$ cat src/hw/rtl/assert_macros.svh
// ----------------------------------------------------------------------------
// assert_macros.svh
// Shared assertion macros. Each macro expects clk and rst in scope.
// ----------------------------------------------------------------------------
`ifndef ASSERT_MACROS_SVH
`define ASSERT_MACROS_SVH

// Check a property on every clock edge outside reset.
`define CMWC_ASSERT(lbl, prop, msg) \
  lbl: assert property (@(posedge clk) disable iff (rst) (prop)) else $error(msg);

// Check that the antecedent implies the consequent in the next cycle.
`define CMWC_ASSERT_NEXT(lbl, ante, cons, msg) \
  lbl: assert property (@(posedge clk) disable iff (rst) (ante) |=> (cons)) else $error(msg);

`endif

$ cat src/hw/rtl/cmwc_pkg.sv
// ----------------------------------------------------------------------------
// cmwc_pkg
// Types and constants shared by the CMWC generator controller and datapath.
// ----------------------------------------------------------------------------
`timescale 1ns / 1ps

package cmwc_pkg;

  // Lag table size
  localparam int TABLE_DEPTH_DEF = 4096;

  // Stream field widths
  localparam int WORD_W  = 32;
  localparam int CARRY_W = 19;
  localparam int MULT_W  = 15;
  localparam int PROD_W  = WORD_W + MULT_W;

  // Request kinds carried in tuser
  localparam logic REQ_DRAW   = 1'b0;
  localparam logic REQ_RESEED = 1'b1;

  // Generator constants
  localparam logic [WORD_W-1:0]  GOLDEN_STEP    = 32'h9e37_79b9;
  localparam logic [WORD_W-1:0]  GOLDEN_STEP_X2 = 32'h3c6e_f372;
  localparam logic [MULT_W-1:0]  MUL_FACTOR     = 15'd18782;
  localparam logic [CARRY_W-1:0] CARRY_RESET    = 19'd362436;

  // Controller to datapath commands
  typedef struct packed {
    logic fill_load;   // capture seed, restart fill index
    logic fill_write;  // write one fill word, advance index
    logic draw_read;   // advance position, read lag word
    logic mul;         // form t = a * word + carry
    logic store;       // write back word, update carry, load output
  } cmd_t;

  // Datapath to controller status
  typedef struct packed {
    logic fill_last;   // current fill write is the last entry
    logic out_free;    // output register can take a result this cycle
  } status_t;

endpackage

$ cat src/hw/rtl/cmwc_ctrl.sv
// ----------------------------------------------------------------------------
// cmwc_ctrl
// Controller of the CMWC generator: takes requests and sequences the fill
// sweep and the read, multiply, store steps of a draw.
// ----------------------------------------------------------------------------
`timescale 1ns / 1ps
`include "assert_macros.svh"

module cmwc_ctrl (
  input  logic              clk,
  input  logic              rst,
  input  logic              in_valid,
  output logic              in_ready,
  input  logic              req_type,
  output cmwc_pkg::cmd_t    cmd,
  input  cmwc_pkg::status_t status
);
  import cmwc_pkg::*;

  typedef enum logic [1:0] {
    ST_IDLE,
    ST_FILL,
    ST_MULT,
    ST_STORE
  } state_t;

  state_t state;
  logic   accept;

  assign in_ready = (state == ST_IDLE);
  assign accept   = in_valid & in_ready;

  // Decode commands from the state
  always_comb begin
    cmd            = '0;
    cmd.fill_load  = accept & (req_type == REQ_RESEED);
    cmd.draw_read  = accept & (req_type == REQ_DRAW);
    cmd.fill_write = (state == ST_FILL);
    cmd.mul        = (state == ST_MULT);
    cmd.store      = (state == ST_STORE) & status.out_free;
  end

  // State register
  always_ff @(posedge clk) begin
    if (rst) begin
      state <= ST_IDLE;
    end else begin
      case (state)
        ST_IDLE: begin
          if (accept) begin
            state <= (req_type == REQ_RESEED) ? ST_FILL : ST_MULT;
          end
        end
        ST_FILL: begin
          if (status.fill_last) begin
            state <= ST_IDLE;
          end
        end
        ST_MULT: begin
          state <= ST_STORE;
        end
        ST_STORE: begin
          if (status.out_free) begin
            state <= ST_IDLE;
          end
        end
        default: begin
          state <= ST_IDLE;
        end
      endcase
    end
  end

  `CMWC_ASSERT_NEXT(a_reseed_fills, cmd.fill_load, state == ST_FILL, "reseed did not start a fill")
  `CMWC_ASSERT_NEXT(a_mult_to_store, state == ST_MULT, state == ST_STORE, "multiply not followed by store")
  `CMWC_ASSERT(a_one_request, !(cmd.fill_load && cmd.draw_read), "draw and reseed at once")

endmodule

$ cat config.mk
export PLATFORM = sky130hd
export DESIGN_NAME = cmwc_ctrl
export DESIGN_NICKNAME = d
export VERILOG_FILES = /design/src/hw/rtl/cmwc_pkg.sv /design/src/hw/rtl/cmwc_ctrl.sv
export VERILOG_INCLUDE_DIRS = /design/src /design/src/hw/rtl
export SDC_FILE = /design/constraint.sdc
export NUM_CORES = 1
export LEC_CHECK = 0
export ABC_AREA = 1
export ABC_CLOCK_PERIOD_IN_PS = 2100
export BUFFER_PORTS_ARGS = -buffer_cell sky130_fd_sc_hd__buf_4
export CORE_AREA = 4 4 41 43
export DETAILED_ROUTE_END_ITERATION = 7
export DIE_AREA = 0 0 45 47
export SYNTH_ARGS = -nofsm -noshare
export SYNTH_HDL_FRONTEND = slang
export SYNTH_SLANG_ARGS = --single-unit
$ cat constraint.sdc
create_clock -name clk -period 2.1 [get_ports clk]
set_input_delay 0.105 -clock clk [delete_from_list [all_inputs] [get_ports clk]]
set_output_delay 0.105 -clock clk [all_outputs]
set_load 0.05 [all_outputs]
==> reports/metrics.cfg, run 1 <==
[run_status]
status=completed

[clocking]
htreeDepth=1
cts.sinks=2
cts_tree=built
cts.root.buffer_cell=clkbuf_4
numCtsBuffers=3
ctsResizeCount=0
clkTransAtPathRegs_ps=30
clk_latency_ps=220
clock_path_buffers=2
hold_buffers=0
cts_setup_buffers=0

[critical_path]
rrSetupSlack_ps=1180
crit_required_ps=2000
cp_num_buf_inv=2
endpoint_kind=primary output
critPathTopFamily=flip-flops
path_cells=nor2_2 > inv_1 > nor3_1 > buf_4
worst_setup_path_start_kind=flop
crit_path_max_incr_delay_ps=340
critPathArrivalTime_ps=1180
crit_type=flop to primary output
path_max_fanout=4
cp_slowest_cell=dfxtp_1

[synth]
postSynthAreaPerCell_sq_um=5.72
yosys_warnings=0
syn_area_sq_um=160
synth_area_leaders=dfxtp_1, inv_1, nor2_1, nor3_1, nand2_1
synth_top_cell_area_share=0.250
post_synth_inst_count=28
yosys_register_bits=2
synth.distinct_cells=12
synth_nets=34
yosysSeqAreaShare=0.250
yosys.area.top_type=dfxtp_1

[sta]
fin_crit_ps=1280
hold_ws_ps=126
relSlewSlack=0.854
min_period_over_period=0.611
clock_skew_ps=0.874
slew_violations=0
grt_setup_unrepaired=false
setup_viol=0
fmax_ghz=0.780
hold_viol_final=0
fin_ws_ps=818
worst_pin_slew_ps=219

[detailed_routing]
drt_iter0_markers=4
detail-route-antenna-nets=0
via_per_inst=3.75
num_vias=214
wire_per_inst_microns=7.58
drtPass1Iterations=2
wirelength_microns=432
post-route-drc-count=0

[min_path]
hp-class=input pin to flop

[finish]
nets=50
largest_register_ffs=2
antenna_cells=0
syn_to_final_growth_pct=77.3
layout-drive-gt1-share=0.429
mostFrequentLayoutCells=buf_4, nor2_1, inv_1
largestRegisters=state: 2 flops
stdcell_area_sq_um=284
layout_commonest_cell=buf_4
top_register=state
final_util=0.218

[global_route]
antenna_found_initial=0
grt_pass1_wl_microns=828
grt-ovfl-total=0
grt_pass1_vias=210
grt_usage=0.0599
grt_max_degree=8

[placed_design]
post-place-ws_ps=1050
dp_hpwl_microns=363
place.port_buffers=11
placed_cell_area_sq_um=262
place_congestion=0.669

[die]
die_w_microns=45
rows=13
dieArea_sq_um=2120
io_pins=12
die_h_microns=47
start_util=0.123
core_area_sq_um=1300

[power]
p_total_uw=309
ir_worst_vdd_v=0.000359
power_density_nw_per_um2=1090
p_leak_nw=0.161

[job]
maxCapViolCount=0

[per-stage QoR]
step / instances / TNS (ps)
after floorplan: 28 / -32.7
after global placement: 54 / 0
final: 57 / 0
after global routing: 57 / 0
after CTS: 57 / 0
after detailed placement: 54 / 0
[area by class of cell]
class,count,area [sq um]
fill,163,1020
multi-input combinational,19,93.8
timing repair buffer,11,82.6
sequential,2,40.0
inverter,7,26.3
clock buffer,3,22.5
tap,15,18.8
[layer usage]
| layer | share of wire | global-route usage | vias to the layer above |
|---|---|---|---|
| met5 | 0 | 0 | - |
| met4 | 0 | 0.0351 | 0 |
| met3 | 0.14 | 0.0575 | 0 |
| met2 | 0.42 | 0.0819 | 9 |
| met1 | 0.44 | 0.0588 | 88 |
| li1 | - | - | 117 |
[worst min-delay path, delay by kind of cell]
kind / cells / cell delay (ps)
buffers and inverters: 2 / 110
and+or+nand+nor: 2 / 80
[final timing paths]
| kind | from | cells past startpoint | end |
|---|---|---|---|
| max reg2reg | state[1] | 6 | state[1] |
| min | rst | 4 | state[1] |
| min reg2reg | state[1] | 4 | state[1] |
| max | state[1] | 4 | cmd[4] |
[Yosys cell counts]
cell type  n
nand2_1    3
nand3b_1   1
nor2_1     6
a21oi_1    2
nand3_1    1
inv_1      6
dfxtp_1    2
nand3_2    1
nor2_2     1
nand2_2    1
inv_2      1
nor3_1     3
[report_power, final]
| part | leakage (nW) | total (mW) | internal [mW] | switching (mW) |
|---|---|---|---|---|
| Clock | 0.0138 | 0.0834 | 0.0629 | 0.0205 |
| Sequential | 0.0167 | 0.0592 | 0.0467 | 0.0125 |
| Combinational | 0.130 | 0.166 | 0.0515 | 0.114 |
| Total | 0.161 | 0.309 | 0.161 | 0.148 |
[cell families (layout without fill, tap and decap cells)]
logic type             after synthesis  after routing  synth area share
DFF                                  2              2             0.250
buffers and inverters                7             21             0.164
and+or+nand+nor                     17             17             0.523
AOI/OAI and AO/OA                    2              2            0.0625
No activity file was read; power rests on OpenSTA's default activity.
==> run 2: changes to the inputs <==
--- a/config.mk
+++ b/config.mk
@@ -7,7 +7,7 @@
 export NUM_CORES = 1
 export LEC_CHECK = 0
 export ABC_AREA = 1
-export ABC_CLOCK_PERIOD_IN_PS = 2100
+export ABC_CLOCK_PERIOD_IN_PS = 1300
 export BUFFER_PORTS_ARGS = -buffer_cell sky130_fd_sc_hd__buf_4
 export CORE_AREA = 4 4 41 43
 export DETAILED_ROUTE_END_ITERATION = 7
==> constraint.sdc (replaced) <==
create_clock -name clk -period 1.3 [get_ports clk]
set_input_delay 0.065 -clock clk [delete_from_list [all_inputs] [get_ports clk]]
set_output_delay 0.065 -clock clk [all_outputs]
set_load 0.05 [all_outputs]
==> reports/metrics.cfg, run 2 (synthesis gave the netlist of run 1 again) <==
[finish]
layout_commonest_cell=buf_4  ; unchanged
stdcell_area_sq_um=318  ; was 284 sq um
final_util=0.244  ; was 0.218
syn_to_final_growth_pct=98.4  ; was 77.3%
largest_register_ffs=2  ; unchanged
top_register=state  ; unchanged
nets=50  ; unchanged
antenna_cells=0  ; unchanged
finalNonFillerCells=57  ; unchanged
mostFrequentLayoutCells=buf_4, nor2_1, inv_1, nand2_1, clkbuf_4  ; was buf_4, nor2_1, inv_1
fillers=157  ; was 163
largestRegisters=state: 2 flops  ; unchanged
layout-drive-gt1-share=0.524  ; was 0.429

[sta]
slew_violations=0  ; unchanged
totalNegativeSetupSlack_ps=0  ; unchanged
grt_setup_unrepaired=false  ; unchanged
fin_ws_ps=93.5  ; was 818 ps
fmax_ghz=0.829
min_period_over_period=0.928
setup_viol=0  ; unchanged
clock_skew_ps=3.63  ; was 0.874 ps
hold_viol_final=0  ; unchanged
worst_pin_slew_ps=215  ; was 219 ps
hold_ws_ps=77.9  ; was 126 ps
relSlewSlack=0.856  ; was 0.854
fin_crit_ps=1210

[die]
dieArea_sq_um=2120  ; unchanged
start_util=0.123  ; unchanged
io_pins=12  ; unchanged
rows=13  ; unchanged
core_area_sq_um=1300  ; unchanged
die_h_microns=47  ; unchanged
die_w_microns=45  ; unchanged

[power]
p_clk_frac=0.265  ; was 0.270
p_total_uw=534  ; was 309 uW
power_density_nw_per_um2=1680  ; was 1090 nW/um^2
ir_worst_vdd_v=0.000601  ; was 0.000359 V
power_frac_comb=0.546  ; was 0.538
swShare=0.493  ; was 0.478
p_leak_nw=0.169  ; was 0.161 nW
p_int_uw=271  ; was 161 uW
switchingPower_uw=264  ; was 148 uW
pwr-share-seq=0.189  ; was 0.192

[global_route]
grt-ovfl-total=0  ; unchanged
grt_usage=0.0506  ; was 0.0599
antenna_found_initial=0  ; unchanged
grt_pass1_vias=194  ; was 210
grt_max_degree=8  ; unchanged
grt_pass1_wl_microns=703  ; was 828 microns

[critical_path]
critPathArrivalTime_ps=1140  ; was 1180 ps
crit_type=flop to primary output  ; unchanged
path_max_fanout=4  ; unchanged
worst_setup_path_start_kind=flop  ; unchanged
crit_required_ps=1240  ; was 2000 ps
endpoint_kind=primary output  ; unchanged

[run_status]
status=completed  ; unchanged

[placed_design]
placed_cells=54  ; unchanged
place.port_buffers=11  ; unchanged
dp_hpwl_microns=365  ; was 363 microns
placed_cell_area_sq_um=294  ; was 262 sq um
place_congestion=0.631  ; was 0.669
post-place-ws_ps=277  ; was 1050 ps

[clocking]
clk_latency_ps=230  ; was 220 ps
clkTransAtPathRegs_ps=30  ; about the same
cts.sinks=2  ; unchanged
cts.root.buffer_cell=clkbuf_4  ; unchanged
clock_path_buffers=2  ; unchanged
cts_setup_buffers=0  ; unchanged
numCtsBuffers=3  ; unchanged
htreeDepth=1  ; unchanged
ctsResizeCount=0  ; unchanged
cts_tree=built  ; unchanged
hold_buffers=0  ; unchanged

[min_path]
hp-class=input pin to flop  ; unchanged

[detailed_routing]
via_per_inst=3.60  ; was 3.75
drtPass1Iterations=4  ; was 2
drt_iter0_markers=3  ; was 4
wire_per_inst_microns=7.58  ; unchanged
detail-route-antenna-nets=0  ; unchanged
wirelength_microns=432  ; unchanged
num_vias=205  ; was 214
post-route-drc-count=0  ; unchanged

[job]
maxCapViolCount=0  ; unchanged

-- run 2: cell types whose count changed in the layout (fill, tap and decap cells not counted) --
| cell | before | now |
|---|---|---|
| nor3_1 | 3 | 0 |
| nor3_4 | 0 | 2 |
| dfxtp_1 | 2 | 1 |
| dfxtp_2 | 0 | 1 |
| nor2_2 | 1 | 0 |
| nor2_4 | 0 | 1 |
| nor3_2 | 0 | 1 |
-- run 2: worst paths after layout --
kind | slack, ps | end | from | cells past startpoint
max reg2reg | 350 | state[0] | state[1] | 5
max | 90 | cmd[2] | state[1] | 4
min reg2reg | 630 | state[0] | state[0] | 3
min | 80 | state[0] | rst | 4
-- run 2: worst max-delay path, cell delays in order (launching register included) --
cell and delay [ps]:
dfxtp_1 350, nor2_4 140, inv_1 100, nor3_4 110, buf_4 210
-- run 2: layout make-up --
class / instances / area (sq um) / share of cell area
Clock buffer: 3 / 22.5 / 0.0709
Timing Repair Buffer: 11 / 82.6 / 0.260
Sequential cell: 2 / 41.3 / 0.130
Inverter: 7 / 26.3 / 0.0827
Multi-Input combinational cell: 19 / 126 / 0.398
Tap cell: 15 / 18.8 / 0.0591
-- run 2: power groups by stage --
stage / sequential (mW) / clock (mW) / combinational, mW
after detailed placement: 0.101 / 0 / 0.295
after floorplan: 0.0971 / 0 / 0.222
after global routing: 0.104 / 0.155 / 0.314
final: 0.101 / 0.142 / 0.291
after CTS: 0.0999 / 0.149 / 0.295
after global placement: 0.101 / 0 / 0.293
-- run 2: layer usage --
layer	up-vias	track usage	wire length (microns)
met4	0	0.0175	0
met5	-	0	0
met3	0	0.0613	76
met1	80	0.0455	171
met2	10	0.0706	185
li1	115	-	-
==> run 3: changes to the inputs <==
--- a/config.mk
+++ b/config.mk
@@ -8,10 +8,10 @@
 export LEC_CHECK = 0
 export ABC_AREA = 1
 export ABC_CLOCK_PERIOD_IN_PS = 1300
-export BUFFER_PORTS_ARGS = -buffer_cell sky130_fd_sc_hd__buf_4
 export CORE_AREA = 4 4 41 43
 export DETAILED_ROUTE_END_ITERATION = 7
 export DIE_AREA = 0 0 45 47
+export DONT_BUFFER_PORTS = 1
 export SYNTH_ARGS = -nofsm -noshare
 export SYNTH_HDL_FRONTEND = slang
 export SYNTH_SLANG_ARGS = --single-unit
==> reports/metrics.cfg, run 3 (synthesis gave the netlist of run 1 again) <==
[sta]
clock_skew_ps=1.61  ; was 3.63 ps
grt_setup_unrepaired=false  ; unchanged
setup_viol=0  ; unchanged
hold_ws_ps=15.2  ; was 77.9 ps
slew_violations=0  ; unchanged
fmax_ghz=0.829  ; about the same
hold_viol_final=0  ; unchanged
fin_crit_ps=1210  ; about the same
relSlewSlack=0.856  ; about the same
totalNegativeSetupSlack_ps=0  ; unchanged
worst_pin_slew_ps=216  ; was 215 ps
min_period_over_period=0.927  ; was 0.928

[finish]
finalNonFillerCells=52  ; was 57
stdcell_area_sq_um=305  ; was 318 sq um
fillers=147  ; was 157
largestRegisters=state: 2 flops  ; unchanged
top_register=state  ; unchanged
antenna_cells=0  ; unchanged
layout-drive-gt1-share=0.459  ; was 0.524
final_util=0.235  ; was 0.244
mostFrequentLayoutCells=nor2_1, inv_1, buf_4, nand2_1, clkbuf_4  ; was buf_4, nor2_1, inv_1, nand2_1, clkbuf_4
largest_register_ffs=2  ; unchanged
nets=45  ; was 50
syn_to_final_growth_pct=90.6  ; was 98.4%

[clocking]
cts.root.buffer_cell=clkbuf_4  ; unchanged
numCtsBuffers=3  ; unchanged
clk_latency_ps=220  ; was 230 ps
hold_buffers=0  ; unchanged
clock_path_buffers=2  ; unchanged
clkTransAtPathRegs_ps=30  ; about the same
ctsResizeCount=0  ; unchanged
cts.sinks=2  ; unchanged
cts_tree=built  ; unchanged
htreeDepth=1  ; unchanged
cts_setup_buffers=0  ; unchanged

[critical_path]
crit_required_ps=1240  ; about the same
endpoint_kind=primary output  ; unchanged
critPathArrivalTime_ps=1140  ; about the same
path_max_fanout=4  ; unchanged
worst_setup_path_start_kind=flop  ; unchanged
crit_type=flop to primary output  ; unchanged

[detailed_routing]
m1WireLength_microns=153  ; was 171 microns
num_vias=189  ; was 205
post-route-drc-count=0  ; unchanged
wirelength_microns=409  ; was 432 microns
drtPass1Iterations=2  ; was 4
via_per_inst=3.63  ; was 3.60
drt_iter0_markers=3  ; unchanged
wire_per_inst_microns=7.87  ; was 7.58 microns
top_layer_used=met3  ; unchanged
detail-route-antenna-nets=0  ; unchanged
met2WireLength_microns=193  ; was 185 microns
wl_met3_microns=62  ; was 76 microns

[global_route]
grt-ovfl-total=0  ; unchanged
antenna_found_initial=0  ; unchanged
grt_pass1_vias=163  ; was 194
grt_max_degree=8  ; unchanged
grt_pass1_wl_microns=669  ; was 703 microns
grt_usage=0.0465  ; was 0.0506

[power]
pwr-share-seq=0.190  ; was 0.189
p_int_uw=277  ; was 271 uW
power_density_nw_per_um2=1740  ; was 1680 nW/um^2
power_frac_comb=0.562  ; was 0.546
swShare=0.479  ; was 0.493
p_clk_frac=0.248  ; was 0.265
ir_worst_vdd_v=0.000493  ; was 0.000601 V
switchingPower_uw=255  ; was 264 uW
p_leak_nw=0.152  ; was 0.169 nW

[placed_design]
place.port_buffers=0  ; was 11
dp_hpwl_microns=376  ; was 365 microns
placed_cells=49  ; was 54
placed_cell_area_sq_um=282  ; was 294 sq um
place_congestion=0.638  ; was 0.631

[min_path]
hp-class=input pin to flop  ; unchanged

[run_status]
status=completed  ; unchanged

[die]
die_h_microns=47  ; unchanged
start_util=0.123  ; unchanged
dieArea_sq_um=2120  ; unchanged
core_area_sq_um=1300  ; unchanged
io_pins=12  ; unchanged
die_w_microns=45  ; unchanged
rows=13  ; unchanged

[job]
maxCapViolCount=0  ; unchanged

run 3: worst max-delay path, cell delays in order (launching register included):
cell     delay [ps]
dfxtp_1         350
nor2_4          150
inv_1           100
nor3_4          160
buf_12          160
run 3: final timing paths:
check,cells after the start,slack [ps],startpoint,endpoint
setup / recovery,4,90,state[1],cmd[4]
hold reg to reg,3,630,state[0],state[1]
setup reg to reg,5,350,state[1],state[0]
hold / removal,3,20,rst,state[0]
run 3: power by group through the flow:
stage	combinational, mW	clock, mW	sequential [mW]
6_report	0.299	0.132	0.101
2_1_floorplan	0.222	0	0.0971
3_5_place_dp	0.303	0	0.101
3_3_place_gp	0.300	0	0.0996
4_1_cts	0.303	0.142	0.0997
5_1_grt	0.324	0.147	0.104
run 3: final cells by class:
class | instances | area, sq um | area share
Sequential cell | 2 | 41.3 | 0.135
Timing Repair Buffer | 6 | 70.1 | 0.230
Inverter | 7 | 26.3 | 0.0861
Tap cell | 15 | 18.8 | 0.0615
Clock buffer | 3 | 22.5 | 0.0738
Multi-Input combinational cell | 19 | 126 | 0.414
run 3: layer usage:
layer  track usage  up-vias
li1              -      104
met1        0.0385       78
met2        0.0734        7
met3        0.0498        0
met4        0.0175        0
met5             0        -
run 3: metrics by stage:
step	setup WS [ps]	power (mW)
detailed placement	299	0.403
floorplan	-37.3	0.319
global placement	321	0.400
CTS	61.2	0.544
finish	94.3	0.532
global route	11.7	0.575
